==> src/hdl/q8sf_pkg.sv <==
package q8sf_pkg;

  localparam int IN_W  = 17;
  localparam int OUT_W = 19;
  localparam int IDX_W = 3;

  // corners first, then mid-edge nodes
  localparam logic [IDX_W-1:0] NODE_C_LL  = 3'd0;
  localparam logic [IDX_W-1:0] NODE_C_LR  = 3'd1;
  localparam logic [IDX_W-1:0] NODE_C_UR  = 3'd2;
  localparam logic [IDX_W-1:0] NODE_C_UL  = 3'd3;
  localparam logic [IDX_W-1:0] NODE_M_BOT = 3'd4;
  localparam logic [IDX_W-1:0] NODE_M_RGT = 3'd5;
  localparam logic [IDX_W-1:0] NODE_M_TOP = 3'd6;
  localparam logic [IDX_W-1:0] NODE_M_LFT = 3'd7;
  localparam logic [IDX_W-1:0] NODE_LAST  = NODE_M_LFT;

  typedef struct packed {
    logic [IDX_W-1:0] idx;
    logic             last;
  } node_ctrl_t;

  function automatic logic is_corner(input logic [IDX_W-1:0] idx);
    return idx < NODE_M_BOT;
  endfunction

endpackage

==> src/hdl/q8sf_if.sv <==
interface q8sf_point_if;
  import q8sf_pkg::*;
  logic            valid;
  logic            ready;
  logic [IN_W-1:0] pcoord_r;
  logic [IN_W-1:0] pcoord_s;
  modport source(output valid, pcoord_r, pcoord_s, input ready);
  modport sink(input valid, pcoord_r, pcoord_s, output ready);
endinterface

interface q8sf_node_if;
  import q8sf_pkg::*;
  logic                    valid;
  logic                    ready;
  logic [IDX_W-1:0]        node_index;
  logic signed [OUT_W-1:0] node_weight;
  logic signed [OUT_W-1:0] deriv_r;
  logic signed [OUT_W-1:0] deriv_s;
  logic                    last_node;
  modport source(output valid, node_index, node_weight, deriv_r, deriv_s, last_node,
                 input ready);
  modport sink(input valid, node_index, node_weight, deriv_r, deriv_s, last_node,
               output ready);
endinterface

==> src/hdl/q8sf_seq.sv <==
module q8sf_seq #(
  parameter int FRAC_BITS = 16
) (
  input  logic                       clk_i,
  input  logic                       rst_ni,
  q8sf_point_if.sink                 point_i,
  output logic                       job_valid_o,
  input  logic                       job_ready_i,
  output q8sf_pkg::node_ctrl_t       job_ctrl_o,
  output logic signed [FRAC_BITS+2:0] x0_o,
  output logic signed [FRAC_BITS+2:0] y0_o,
  output logic signed [FRAC_BITS+2:0] x1_o,
  output logic signed [FRAC_BITS+2:0] y1_o,
  output logic signed [FRAC_BITS+2:0] x2_o,
  output logic signed [FRAC_BITS+2:0] y2_o,
  output logic signed [FRAC_BITS+2:0] z_o
);
  import q8sf_pkg::*;

  localparam int OW = FRAC_BITS + 3;
  localparam int EW = (IN_W > FRAC_BITS + 2) ? IN_W + 1 : FRAC_BITS + 2;
  localparam logic [EW-1:0] ONE_U = {{(EW-1){1'b0}}, 1'b1} << FRAC_BITS;
  localparam logic signed [OW-1:0] ONE_S = {3'b001, {FRAC_BITS{1'b0}}};

  // saturate to one, then map 0..1 onto -1..1
  function automatic logic signed [OW-1:0] to_rs(input logic [IN_W-1:0] p);
    logic [EW-1:0] pe;
    pe = {{(EW-IN_W){1'b0}}, p};
    if (pe > ONE_U) begin
      pe = ONE_U;
    end
    return $signed({1'b0, pe[FRAC_BITS:0], 1'b0}) - ONE_S;
  endfunction

  logic                 busy_q;
  logic [IDX_W-1:0]     cnt_q;
  logic signed [OW-1:0] r_q, s_q;
  logic                 job_valid_q;
  node_ctrl_t           job_ctrl_q;
  logic signed [OW-1:0] x0_q, y0_q, x1_q, y1_q, x2_q, y2_q, z_q;

  logic                 job_rdy, issue, last_issue, take;
  logic                 ri_n, si_n;
  logic signed [OW-1:0] a, b, u, w;
  logic signed [OW-1:0] x0_d, y0_d, x1_d, y1_d, x2_d, y2_d, z_d;

  assign job_rdy       = !job_valid_q || job_ready_i;
  assign issue         = busy_q && job_rdy;
  assign last_issue    = issue && (cnt_q == NODE_LAST);
  assign point_i.ready = !busy_q || last_issue;
  assign take          = point_i.valid && point_i.ready;

  always_comb begin
    case (cnt_q)
      NODE_C_LL: begin ri_n = 1'b1; si_n = 1'b1; end
      NODE_C_LR: begin ri_n = 1'b0; si_n = 1'b1; end
      NODE_C_UR: begin ri_n = 1'b0; si_n = 1'b0; end
      NODE_C_UL: begin ri_n = 1'b1; si_n = 1'b0; end
      default:   begin ri_n = 1'b0; si_n = 1'b0; end
    endcase
    a    = ri_n ? -r_q : r_q;
    b    = si_n ? -s_q : s_q;
    u    = ONE_S + a;
    w    = ONE_S + b;
    x0_d = u;
    y0_d = w;
    x1_d = ri_n ? -w : w;
    y1_d = (a <<< 1) + b;
    x2_d = si_n ? -u : u;
    y2_d = a + (b <<< 1);
    z_d  = a + b - ONE_S;
    case (cnt_q)
      NODE_M_BOT: begin
        x0_d = r_q;  y0_d = r_q;
        x1_d = -r_q; y1_d = ONE_S - s_q;
        x2_d = '0;   y2_d = '0;
        z_d  = ONE_S - s_q;
      end
      NODE_M_RGT: begin
        x0_d = s_q;  y0_d = s_q;
        x1_d = '0;   y1_d = '0;
        x2_d = -s_q; y2_d = ONE_S + r_q;
        z_d  = ONE_S + r_q;
      end
      NODE_M_TOP: begin
        x0_d = r_q;  y0_d = r_q;
        x1_d = -r_q; y1_d = ONE_S + s_q;
        x2_d = '0;   y2_d = '0;
        z_d  = ONE_S + s_q;
      end
      NODE_M_LFT: begin
        x0_d = s_q;  y0_d = s_q;
        x1_d = '0;   y1_d = '0;
        x2_d = -s_q; y2_d = ONE_S - r_q;
        z_d  = ONE_S - r_q;
      end
      default: begin
      end
    endcase
  end

  always_ff @(posedge clk_i or negedge rst_ni) begin
    if (!rst_ni) begin
      busy_q      <= 1'b0;
      cnt_q       <= '0;
      job_valid_q <= 1'b0;
    end else begin
      if (take) begin
        busy_q <= 1'b1;
        cnt_q  <= '0;
      end else if (issue) begin
        busy_q <= !last_issue;
        cnt_q  <= cnt_q + 1'b1;
      end
      if (job_rdy) begin
        job_valid_q <= issue;
      end
    end
  end

  always_ff @(posedge clk_i) begin
    if (take) begin
      r_q <= to_rs(point_i.pcoord_r);
      s_q <= to_rs(point_i.pcoord_s);
    end
    if (issue) begin
      job_ctrl_q.idx  <= cnt_q;
      job_ctrl_q.last <= (cnt_q == NODE_LAST);
      x0_q <= x0_d;
      y0_q <= y0_d;
      x1_q <= x1_d;
      y1_q <= y1_d;
      x2_q <= x2_d;
      y2_q <= y2_d;
      z_q  <= z_d;
    end
  end

  assign job_valid_o = job_valid_q;
  assign job_ctrl_o  = job_ctrl_q;
  assign x0_o        = x0_q;
  assign y0_o        = y0_q;
  assign x1_o        = x1_q;
  assign y1_o        = y1_q;
  assign x2_o        = x2_q;
  assign y2_o        = y2_q;
  assign z_o         = z_q;

endmodule

==> src/hdl/q8sf_dsp.sv <==
module q8sf_dsp #(
  parameter int FRAC_BITS = 16
) (
  input  logic                        clk_i,
  input  logic                        rst_ni,
  input  logic                        job_valid_i,
  output logic                        job_ready_o,
  input  q8sf_pkg::node_ctrl_t        job_ctrl_i,
  input  logic signed [FRAC_BITS+2:0] x0_i,
  input  logic signed [FRAC_BITS+2:0] y0_i,
  input  logic signed [FRAC_BITS+2:0] x1_i,
  input  logic signed [FRAC_BITS+2:0] y1_i,
  input  logic signed [FRAC_BITS+2:0] x2_i,
  input  logic signed [FRAC_BITS+2:0] y2_i,
  input  logic signed [FRAC_BITS+2:0] z_i,
  q8sf_node_if.source                 node_o
);
  import q8sf_pkg::*;

  localparam int OW = FRAC_BITS + 3;
  localparam int PW = 2 * OW;
  localparam int SW = OW + OUT_W;
  localparam logic signed [OW-1:0] ONE_S = {3'b001, {FRAC_BITS{1'b0}}};
  localparam logic signed [OW:0]   HALF_RND = {{OW{1'b0}}, 1'b1};
  localparam logic signed [PW-1:0] RH0 = {{(PW-1){1'b0}}, 1'b1} << (FRAC_BITS - 1);
  localparam logic signed [PW-1:0] RH1 = {{(PW-1){1'b0}}, 1'b1} << FRAC_BITS;
  localparam logic signed [PW-1:0] RH2 = {{(PW-1){1'b0}}, 1'b1} << (FRAC_BITS + 1);
  localparam logic signed [SW-1:0] SAT_HI = {{(OW+1){1'b0}}, {(OUT_W-1){1'b1}}};
  localparam logic signed [SW-1:0] SAT_LO = {{(OW+1){1'b1}}, {(OUT_W-1){1'b0}}};

  // round to nearest, halves up
  function automatic logic signed [OW-1:0] rnd_sh0(input logic signed [PW-1:0] p);
    logic signed [PW-1:0] t;
    t = (p + RH0) >>> FRAC_BITS;
    return t[OW-1:0];
  endfunction

  function automatic logic signed [OW-1:0] rnd_sh1(input logic signed [PW-1:0] p);
    logic signed [PW-1:0] t;
    t = (p + RH1) >>> (FRAC_BITS + 1);
    return t[OW-1:0];
  endfunction

  function automatic logic signed [OW-1:0] rnd_sh2(input logic signed [PW-1:0] p);
    logic signed [PW-1:0] t;
    t = (p + RH2) >>> (FRAC_BITS + 2);
    return t[OW-1:0];
  endfunction

  function automatic logic signed [OW-1:0] half(input logic signed [OW-1:0] x);
    logic signed [OW:0] t;
    t = {x[OW-1], x};
    t = (t + HALF_RND) >>> 1;
    return t[OW-1:0];
  endfunction

  function automatic logic signed [OUT_W-1:0] sat(input logic signed [OW-1:0] v);
    logic signed [SW-1:0] e;
    e = {{OUT_W{v[OW-1]}}, v};
    if (e > SAT_HI) begin
      e = SAT_HI;
    end else if (e < SAT_LO) begin
      e = SAT_LO;
    end
    return e[OUT_W-1:0];
  endfunction

  logic v1_q, v2_q, v3_q, v4_q;
  logic rdy1, rdy2, rdy3, rdy4;
  node_ctrl_t c1_q, c2_q, c3_q, c4_q;

  logic signed [PW-1:0]    p0_q, p1_q, p2_q;
  logic signed [OW-1:0]    z1_q;
  logic signed [OW-1:0]    h2_q, dr2_q, ds2_q, z2_q;
  logic signed [PW-1:0]    wp3_q;
  logic signed [OW-1:0]    dr3_q, ds3_q;
  logic signed [OUT_W-1:0] wt4_q, dr4_q, ds4_q;

  logic signed [OW-1:0] h2_d, dr2_d, ds2_d;
  logic signed [OW-1:0] dr3_d, ds3_d, wt4_d;

  assign rdy4        = !v4_q || node_o.ready;
  assign rdy3        = !v3_q || rdy4;
  assign rdy2        = !v2_q || rdy3;
  assign rdy1        = !v1_q || rdy2;
  assign job_ready_o = rdy1;

  // first products rescaled; mid nodes form 1 - r^2 or 1 - s^2
  always_comb begin
    if (is_corner(c1_q.idx)) begin
      h2_d  = rnd_sh2(p0_q);
      dr2_d = rnd_sh2(p1_q);
      ds2_d = rnd_sh2(p2_q);
    end else begin
      h2_d  = ONE_S - rnd_sh0(p0_q);
      dr2_d = rnd_sh0(p1_q);
      ds2_d = rnd_sh0(p2_q);
    end
  end

  // derivatives of mid nodes that are a plain halving
  always_comb begin
    dr3_d = dr2_q;
    ds3_d = ds2_q;
    case (c2_q.idx)
      NODE_M_BOT: ds3_d = half(-h2_q);
      NODE_M_RGT: dr3_d = half(h2_q);
      NODE_M_TOP: ds3_d = half(h2_q);
      NODE_M_LFT: dr3_d = half(-h2_q);
      default: begin
      end
    endcase
  end

  always_comb begin
    if (is_corner(c3_q.idx)) begin
      wt4_d = rnd_sh0(wp3_q);
    end else begin
      wt4_d = rnd_sh1(wp3_q);
    end
  end

  always_ff @(posedge clk_i or negedge rst_ni) begin
    if (!rst_ni) begin
      v1_q <= 1'b0;
      v2_q <= 1'b0;
      v3_q <= 1'b0;
      v4_q <= 1'b0;
    end else begin
      if (rdy1) v1_q <= job_valid_i;
      if (rdy2) v2_q <= v1_q;
      if (rdy3) v3_q <= v2_q;
      if (rdy4) v4_q <= v3_q;
    end
  end

  always_ff @(posedge clk_i) begin
    if (rdy1) begin
      c1_q <= job_ctrl_i;
      p0_q <= x0_i * y0_i;
      p1_q <= x1_i * y1_i;
      p2_q <= x2_i * y2_i;
      z1_q <= z_i;
    end
    if (rdy2) begin
      c2_q  <= c1_q;
      h2_q  <= h2_d;
      dr2_q <= dr2_d;
      ds2_q <= ds2_d;
      z2_q  <= z1_q;
    end
    if (rdy3) begin
      c3_q  <= c2_q;
      wp3_q <= h2_q * z2_q;
      dr3_q <= dr3_d;
      ds3_q <= ds3_d;
    end
    if (rdy4) begin
      c4_q  <= c3_q;
      wt4_q <= sat(wt4_d);
      dr4_q <= sat(dr3_q);
      ds4_q <= sat(ds3_q);
    end
  end

  assign node_o.valid       = v4_q;
  assign node_o.node_index  = c4_q.idx;
  assign node_o.last_node   = c4_q.last;
  assign node_o.node_weight = wt4_q;
  assign node_o.deriv_r     = dr4_q;
  assign node_o.deriv_s     = ds4_q;

endmodule

==> src/hdl/quad8_shape_functions.sv <==
// Eight-node serendipity quad shape functions. Each point word (two Q1.16
// coordinates, saturated to 1.0) yields eight node words, corners 0-3 then
// mid-edge nodes 4-7, each with the weight and its r and s derivatives in
// signed Q2.16, the eighth flagged by last_node. The node counter in the
// sequencer issues one node per cycle while the pipeline accepts; the next
// point is taken in the cycle its predecessor's last node issues, so with a
// ready receiver and points waiting the output streams one word per cycle
// without gaps. The first node word passes through the coordinate register,
// a node-operand register, a multiply stage, a rounding stage, a second
// multiply stage and the output register, which rounds and saturates.
// Backpressure stalls every stage in place.
module quad8_shape_functions #(
  parameter int FRAC_BITS = 16
) (
  input  logic        clk_i,
  input  logic        rst_ni,
  q8sf_point_if.sink  point_i,
  q8sf_node_if.source node_o
);
  import q8sf_pkg::*;

  localparam int OW = FRAC_BITS + 3;

  logic                 job_valid, job_ready;
  node_ctrl_t           job_ctrl;
  logic signed [OW-1:0] x0, y0, x1, y1, x2, y2, z;

  q8sf_seq #(
    .FRAC_BITS(FRAC_BITS)
  ) u_seq (
    .clk_i       (clk_i),
    .rst_ni      (rst_ni),
    .point_i     (point_i),
    .job_valid_o (job_valid),
    .job_ready_i (job_ready),
    .job_ctrl_o  (job_ctrl),
    .x0_o        (x0),
    .y0_o        (y0),
    .x1_o        (x1),
    .y1_o        (y1),
    .x2_o        (x2),
    .y2_o        (y2),
    .z_o         (z)
  );

  q8sf_dsp #(
    .FRAC_BITS(FRAC_BITS)
  ) u_dsp (
    .clk_i       (clk_i),
    .rst_ni      (rst_ni),
    .job_valid_i (job_valid),
    .job_ready_o (job_ready),
    .job_ctrl_i  (job_ctrl),
    .x0_i        (x0),
    .y0_i        (y0),
    .x1_i        (x1),
    .y1_i        (y1),
    .x2_i        (x2),
    .y2_i        (y2),
    .z_i         (z),
    .node_o      (node_o)
  );

endmodule

==> src/flat_wrapper.sv <==
// flat-port wrapper written by rule: the top's interface ports become plain ports
module quad8_shape_functions_flat import q8sf_pkg::*;
#(
  parameter int FRAC_BITS = 16
)
  (clk_i, rst_ni, point_i_valid, point_i_pcoord_r, point_i_pcoord_s, point_i_ready, node_o_valid, node_o_node_index, node_o_node_weight, node_o_deriv_r, node_o_deriv_s, node_o_last_node, node_o_ready);
  q8sf_point_if point_i_i ();
  q8sf_node_if node_o_i ();
  input  logic clk_i;
  input  logic rst_ni;
  input wire logic [$bits(point_i_i.valid)-1:0] point_i_valid;
  input wire logic [$bits(point_i_i.pcoord_r)-1:0] point_i_pcoord_r;
  input wire logic [$bits(point_i_i.pcoord_s)-1:0] point_i_pcoord_s;
  output wire logic [$bits(point_i_i.ready)-1:0] point_i_ready;
  output wire logic [$bits(node_o_i.valid)-1:0] node_o_valid;
  output wire logic [$bits(node_o_i.node_index)-1:0] node_o_node_index;
  output wire logic [$bits(node_o_i.node_weight)-1:0] node_o_node_weight;
  output wire logic [$bits(node_o_i.deriv_r)-1:0] node_o_deriv_r;
  output wire logic [$bits(node_o_i.deriv_s)-1:0] node_o_deriv_s;
  output wire logic [$bits(node_o_i.last_node)-1:0] node_o_last_node;
  input wire logic [$bits(node_o_i.ready)-1:0] node_o_ready;
  assign point_i_i.valid = point_i_valid;
  assign point_i_i.pcoord_r = point_i_pcoord_r;
  assign point_i_i.pcoord_s = point_i_pcoord_s;
  assign point_i_ready = point_i_i.ready;
  assign node_o_valid = node_o_i.valid;
  assign node_o_node_index = node_o_i.node_index;
  assign node_o_node_weight = node_o_i.node_weight;
  assign node_o_deriv_r = node_o_i.deriv_r;
  assign node_o_deriv_s = node_o_i.deriv_s;
  assign node_o_last_node = node_o_i.last_node;
  assign node_o_i.ready = node_o_ready;
  quad8_shape_functions #(.FRAC_BITS(FRAC_BITS)) u_core (.clk_i(clk_i), .rst_ni(rst_ni), .point_i(point_i_i), .node_o(node_o_i));
endmodule
==> config.mk <==
export PLATFORM = sky130hd
export DESIGN_NAME = quad8_shape_functions_flat
export DESIGN_NICKNAME = d
export VERILOG_FILES = /design/src/hdl/q8sf_pkg.sv /design/src/hdl/q8sf_if.sv /design/src/hdl/q8sf_seq.sv /design/src/hdl/q8sf_dsp.sv /design/src/hdl/quad8_shape_functions.sv /design/src/flat_wrapper.sv
export SDC_FILE = /design/constraint.sdc
export NUM_CORES = 2
export LEC_CHECK = 0
export BUFFER_PORTS_ARGS = -buffer_cell sky130_fd_sc_hd__buf_2
export CAP_MARGIN = 20
export CORE_ASPECT_RATIO = 0.9
export CORE_MARGIN = 3
export CORE_UTILIZATION = 40
export CTS_BUF_LIST = sky130_fd_sc_hd__clkbuf_4 sky130_fd_sc_hd__clkbuf_8 sky130_fd_sc_hd__clkbuf_16
export DETAILED_ROUTE_END_ITERATION = 12
export PLACE_DENSITY = 0.53
export SLEW_MARGIN = 20
export SYNTH_ARGS = -nofsm -noshare
export SYNTH_HDL_FRONTEND = slang
export SYNTH_SLANG_ARGS = --single-unit
==> constraint.sdc <==
create_clock -name clk_i -period 20 [get_ports clk_i]
set_input_delay 2 -clock clk_i [delete_from_list [all_inputs] [get_ports clk_i]]
set_output_delay 2 -clock clk_i [all_outputs]
set_load 0.03 [all_outputs]
* Word level (Yosys, flattened, before mapping)
Cells that the tools add are included.
Storage, ports and cells: register bits after elaboration 537, input bits 38, output and inout port bits 63, logic and storage cells 145
Cells by class: add/sub/neg operators 29, $mul 4, magnitude comparators 10, equality and inequality tests 10, multiplexer cells 30, reductions and logical operators 22
Operators by type and width (count):
- 19-bit case mux with 2 select lines | 6
- 19-bit 2-to-1 mux | 11
- 35-bit by 17-bit adder with 35-bit output, second input constant | 4
- 19-bit case mux with 3 select lines | 2
- 37-bit by 19-bit adder with 37-bit output, second input constant | 3
- 19-bit by 19-bit multiplier with 37-bit output | 3
- 19-bit negation | 5
- 18-bit by 19-bit adder with 19-bit output, first input constant | 4
- 19-bit case mux with 4 select lines | 1
- 17-bit 2-to-1 mux | 4
- 19-bit adder | 3
- 19-bit > comparator, second input constant | 3
- 19-bit < comparator, second input constant | 3
- 18-bit by 19-bit subtractor with 19-bit output, first input constant | 3
- 19-bit by 2-bit adder with 20-bit output, second input constant | 2
- 18-bit by 17-bit subtractor with 19-bit output, second input constant | 2
- 36-bit by 18-bit adder with 36-bit output, second input constant | 1
- 19-bit by 19-bit multiplier with 36-bit output | 1
- 17-bit > comparator, second input constant | 2
- 3-bit == test, second input constant | 8
- 19-bit by 18-bit subtractor with 19-bit output, second input constant | 1
- 2-bit OR reduction | 4
- 1-bit zero test | 7
- 1-bit logical OR | 6
- 9 further kinds | 16

* Longest topological paths before layout
word-level depth 12, depth in mapped cells 28, mapped depth without buffers 25

* Cells and area by module
From an unflattened synthesis, not the netlist that was laid out.
Second synthesis, totals: cell total of the unflattened synthesis 7990, area total of the unflattened synthesis 78371.4 um2
By module, submodules not included:
- q8sf_dsp | times used 1, cells each 6730, area each 65974.5 um2, seq. area each 8898.5 um2
- q8sf_seq | times used 1, cells each 1260, area each 12396.9 um2, seq. area each 5109.9 um2

* Worst setup path before layout
No wires, ideal clock.
path kind input port to flip-flop, start input node_o_ready, end register u_core.u_seq.cnt_q[2], library setup time 0.331 ns, arrival 8.442 ns, required time 19.669 ns, setup slack 11.227 ns, cell stages on the path 7, buffers on the path 1, path through nor2b_1 -> nand4_1 -> inv_1 -> nand2_1 -> and2_1 -> clkbuf_1 -> a211oi_1
On the way: word-level cells in the longest chain between the ends 10, elaborated cells on any way between the ends 11, those cells by class mux: 1; reduce/logical: 10
RTL lines:
- start: declaration | RTL line flat_wrapper.sv:21 | input wire logic [$bits(node_o_i.ready)-1:0] node_o_ready;
- 1-bit logical OR * | RTL line q8sf_dsp.sv:82 | assign rdy4 = !v4_q || node_o.ready;
- 1-bit logical OR * | RTL line q8sf_dsp.sv:83 | assign rdy3 = !v3_q || rdy4;
- 1-bit logical OR * | RTL line q8sf_dsp.sv:84 | assign rdy2 = !v2_q || rdy3;
- 1-bit logical OR * | RTL line q8sf_dsp.sv:85 | assign rdy1 = !v1_q || rdy2;
- net u_core.job_ready | RTL line quad8_shape_functions.sv:24 | logic job_valid, job_ready;
- 1-bit logical OR * | RTL line q8sf_seq.sv:47 | assign job_rdy = !job_valid_q || job_ready_i;
- 1-bit logical AND * | RTL line q8sf_seq.sv:48 | assign issue = busy_q && job_rdy;
- net u_core.u_seq.issue | RTL line q8sf_seq.sv:42 | logic job_rdy, issue, last_issue, take;
- 1-bit logical AND | RTL line q8sf_seq.sv:49 | assign last_issue = issue && (cnt_q == NODE_LAST);
- 1-bit logical OR | RTL line q8sf_seq.sv:50 | assign point_i.ready = !busy_q || last_issue;
- 1-bit logical AND | RTL line q8sf_seq.sv:51 | assign take = point_i.valid && point_i.ready;
- 3-bit 2-to-1 mux / 2-bit nonzero test (equally long branches)
- end signal: assignment | RTL line q8sf_seq.sv:113 | cnt_q <= cnt_q + 1'b1;
- end: declaration | RTL line q8sf_seq.sv:36 | logic [IDX_W-1:0] cnt_q;
Mark *: on every way through the listed nets, which the timed path passes. The rest lies on a longest branch. A chain may end at the register's enable or synchronous reset.

* Worst setup path in the final report
start register u_core.u_seq.x1_q[9] (netlist: u_core.u_seq.x1_o[9]), end register u_core.u_dsp.p1_q[36], data pin
On the way: word-level cells in the longest chain between the ends 1
RTL lines:
- start: declaration | RTL line q8sf_seq.sv:40 | logic signed [OW-1:0] x0_q, y0_q, x1_q, y1_q, x2_q, y2_q, z_q;
- start signal: assignment | RTL line q8sf_seq.sv:131 | x1_q <= x1_d;
- 19-bit by 19-bit multiplier with 37-bit output | RTL line q8sf_dsp.sv:141 | p1_q <= x1_i * y1_i;
- end signal: assignment | RTL line q8sf_dsp.sv:141
- end: declaration | RTL line q8sf_dsp.sv:72 | logic signed [PW-1:0] p0_q, p1_q, p2_q;
No other way between the ends.

==> results.sh <==
export IMPL_path_clk_slew_ps=60
export IMPL_cts_buffers=58
export IMPL_cp_required_ps=20400
export IMPL_drt_iter0_markers=3153
export IMPL_synth_edff_count=457
export IMPL_r2r_start="u_core.u_seq.x1_o[9]$_DFFE_PP_"
export IMPL_synth_seq_cells=466
export IMPL_cts_tree="yes"
export IMPL_port_buffer_count=100
export IMPL_critPathBufInv=4
export IMPL_dieArea_sq_mm=0.188
export IMPL_mostFrequentLayoutCells="inv_1, fa_1, nand2_1"
export IMPL_critical_path_arrival_ps=8240
export IMPL_hold_depth=0
export IMPL_r2r_end="u_core.u_dsp.p1_q[36]$_DFFE_PP_"
export IMPL_clk_latency_ps=680
export IMPL_tightest_slew_ps=1170
export IMPL_ys_seq_area_share_pct=19.1
export IMPL_hold_path_class="flip-flop to flip-flop"
export IMPL_cp_start_kind="flip-flop"
export IMPL_reg2reg_slack_ps=12160
export IMPL_post_cts_resized=0
export IMPL_grt_use_total_pct=21.3
export IMPL_cts_root_buf="clkbuf_16"
export IMPL_crit_path_end_kind="flip-flop"
export IMPL_grt_pass1_wl_um=314000
export IMPL_synth_nets=9347
export IMPL_crit_top_cell="fa_1"
export IMPL_fin_tns_setup_ps=0
export IMPL_grt_overflow=0
export IMPL_max_freq_mhz=128
export IMPL_crit_type="flip-flop to flip-flop"
export IMPL_grt_antenna_before_repair=26
export IMPL_skew_ps=24.7
export IMPL_postRouteAntennaNets=0
export IMPL_die_x_um=457
export IMPL_nets=9192
export IMPL_cpMaxStageDelayCell="a211oi_1"
export IMPL_relSlewSlack_pct=21.9
export IMPL_syn_avg_cell_area_sq_um=9.79
export IMPL_num_vias=49500
export IMPL_cts_buffer_depth=3
export IMPL_finish_instance_area_sq_mm=0.0776
export IMPL_finalWeightedCongestion=0.927
export IMPL_timing_hold_violations_final=0
export IMPL_finalSetupViolations=0
export IMPL_synth_ff_type="edfxtp_1"
export IMPL_worstHoldStart="u_core.u_dsp.z1_q[14]$_DFFE_PP_"
export IMPL_yosys_warnings=0
export IMPL_cts_sinks=466
export IMPL_start_util_pct=40.3
export IMPL_fin_crit_sh_pct=39.2
export IMPL_slew_viol_final=0
export IMPL_firstDrtPassIters=6
export IMPL_crit_chain="and2_1 > fa_1 > inv_1 > fa_1 > inv_1 > ha_1 > fa_1 > inv_1 > fa_1 > fa_1 > inv_1 > ha_1 > ha_1 > and4_1 > a211oi_1 > a21oi_1 > or4b_2 > a21oi_1 > o21ai_0 > nor4_1 > nor3_1 > xnor2_1"
export IMPL_worst_path_stages=22
export IMPL_critPathMaxStageDelay_ps=840
export IMPL_areaGrowthSynthToFinish_pct=6.21
export IMPL_holdPathEnd="u_core.u_dsp.z2_q[14]$_DFFE_PP_"
export IMPL_grt_pass1_vias=52800
export IMPL_layout_min_cycle_time_ps=7840
export IMPL_synth_cell_type_count=88
export IMPL_rr_worst_depth=22
export IMPL_routedWlPerCell_um=19.9
export IMPL_core_rowCount=148
export IMPL_synth_cells=7465
export IMPL_postCtsSetupBuffers=0
export IMPL_hpwlAfterDp_um=159000
export IMPL_cap_viol_max_count=0
export IMPL_critPathMaxFanout=18
export IMPL_rsz0062_at_grt="no"
export IMPL_via_per_inst=5.06
export IMPL_grt_max_degree=137
export IMPL_cts_hold_buffers=0
export IMPL_crit_family="adder cells"
export IMPL_wl_um=194000
export IMPL_core_area_sq_mm=0.181
export IMPL_drive_gt1_share_pct=4.27
export IMPL_outcome="finished clean"
export IMPL_htreeDepth=2
export IMPL_final_common_cell="inv_1"
export IMPL_placed_area_sq_mm=0.0756
export IMPL_synth_async_reset_ratio_pct=1.93
export IMPL_die_h_um=412
export IMPL_route_detailed_drc=0
export IMPL_syn_area_sq_mm=0.0731
export IMPL_pin_count=101
[cell families after synthesis]
kind of cell	count (synthesis)	share of synthesized area [%]
XOR/XNOR	429	5.17
buffers and inverters	1787	9.25
flip-flops	466	19.1
adder cells (fa/ha/maj)	1844	44.9
AND/OR/NAND/NOR	2229	15.4
multiplexers	44	0.618
AO/OA/AOI/OAI	666	5.56
[Yosys cell counts, types with 15 or more instances]
master    count  share of area, %
a21o_1       38              0.39
and3_1       28              0.24
nand2_1     831               4.3
inv_1      1420               7.3
nand2b_1     53              0.45
o21ai_0     217               1.5
nor2_1      241               1.2
o22ai_1      31              0.27
nand3_1      89              0.61
buf_2        16              0.11
a21oi_1     180               1.2
mux2i_1      35              0.48
or2_2        15              0.13
nand4_1      30              0.26
xor2_1      136               1.6
nor2b_1     112              0.96
o21a_1       21              0.22
or3_1        19              0.16
nor3_1       53              0.36
edfxtp_1    457                19
xnor2_1     290               3.5
and2_1      687               5.9
ha_1        542               9.3
a31oi_1      24              0.21
fa_1       1302                36
a22oi_1      30              0.31
a211oi_1     19              0.20
clkbuf_1    333               1.7
nor4_1       15              0.13
[state kept, by name, summed over array words and instances, names as in the netlist, 19 cells and up]
signal,count
u_core.u_dsp.p1_q,22
u_core.u_dsp.dr3_q,19
u_core.u_dsp.node_o.deriv_r,19
u_core.u_dsp.node_o.node_weight,19
u_core.u_dsp.dr2_q,19
u_core.u_dsp.ds2_q,19
u_core.u_dsp.wp3_q,21
u_core.u_dsp.node_o.deriv_s,19
u_core.u_dsp.p2_q,22
u_core.u_dsp.ds3_q,19
u_core.u_dsp.p0_q,22
u_core.u_dsp.h2_q,19
[layout make-up]
| class | instances | area, sq um |
|---|---|---|
| Inverter | 1422 | 5340 |
| Antenna cell | 7 | 17.5 |
| Clock buffer | 69 | 1560 |
| Tap cell | 2400 | 3000 |
| Clock inverter | 40 | 438 |
| Sequential cell | 466 | 13900 |
| Fill cell | 17600 | 104000 |
| Multi-Input combinational cell | 5212 | 52400 |
| Timing Repair Buffer | 150 | 908 |
[layer usage]
metal	vias up	routed length, um	GRT usage (%)
li1	22800	-	-
met1	25300	91100	30.7
met2	1221	88100	34.5
met3	201	11000	2.90
met4	12	3880	4.10
met5	-	75	0
[how the worst max path moves through the flow]
stage	startpoint	endpoint	slack, ps
finish	u_core.u_seq.x1_o[9]$_DFFE_PP_	u_core.u_dsp.p1_q[36]$_DFFE_PP_	12160
global route	u_core.u_seq.x1_o[9]$_DFFE_PP_	u_core.u_dsp.p1_q[36]$_DFFE_PP_	11720
CTS	u_core.u_seq.x1_o[9]$_DFFE_PP_	u_core.u_dsp.p1_q[36]$_DFFE_PP_	11990
detailed placement	u_core.u_seq.x1_o[9]$_DFFE_PP_	u_core.u_dsp.p1_q[36]$_DFFE_PP_	11990
global placement	u_core.u_seq.x1_o[9]$_DFFE_PP_	u_core.u_dsp.p1_q[36]$_DFFE_PP_	12100
floorplan	node_o_ready	u_core.u_seq.cnt_q[2]$_DFFE_PN0P_	11230
[per-stage QoR]
stage               setup WS, ps  hold slack, ps  util (%)  cells
global placement           12100             404      41.7   9649
detailed placement         11990             405      41.7   9649
finish                     12160             414      42.8   9766
global route               11720             418      42.8   9763
floorplan                  11230             400         -   7465
CTS                        11990             416      42.8   9758
Power is left out: the tool's default activity adds up to more than one toggle a clock period on the data nets, which glitch-free logic cannot reach.
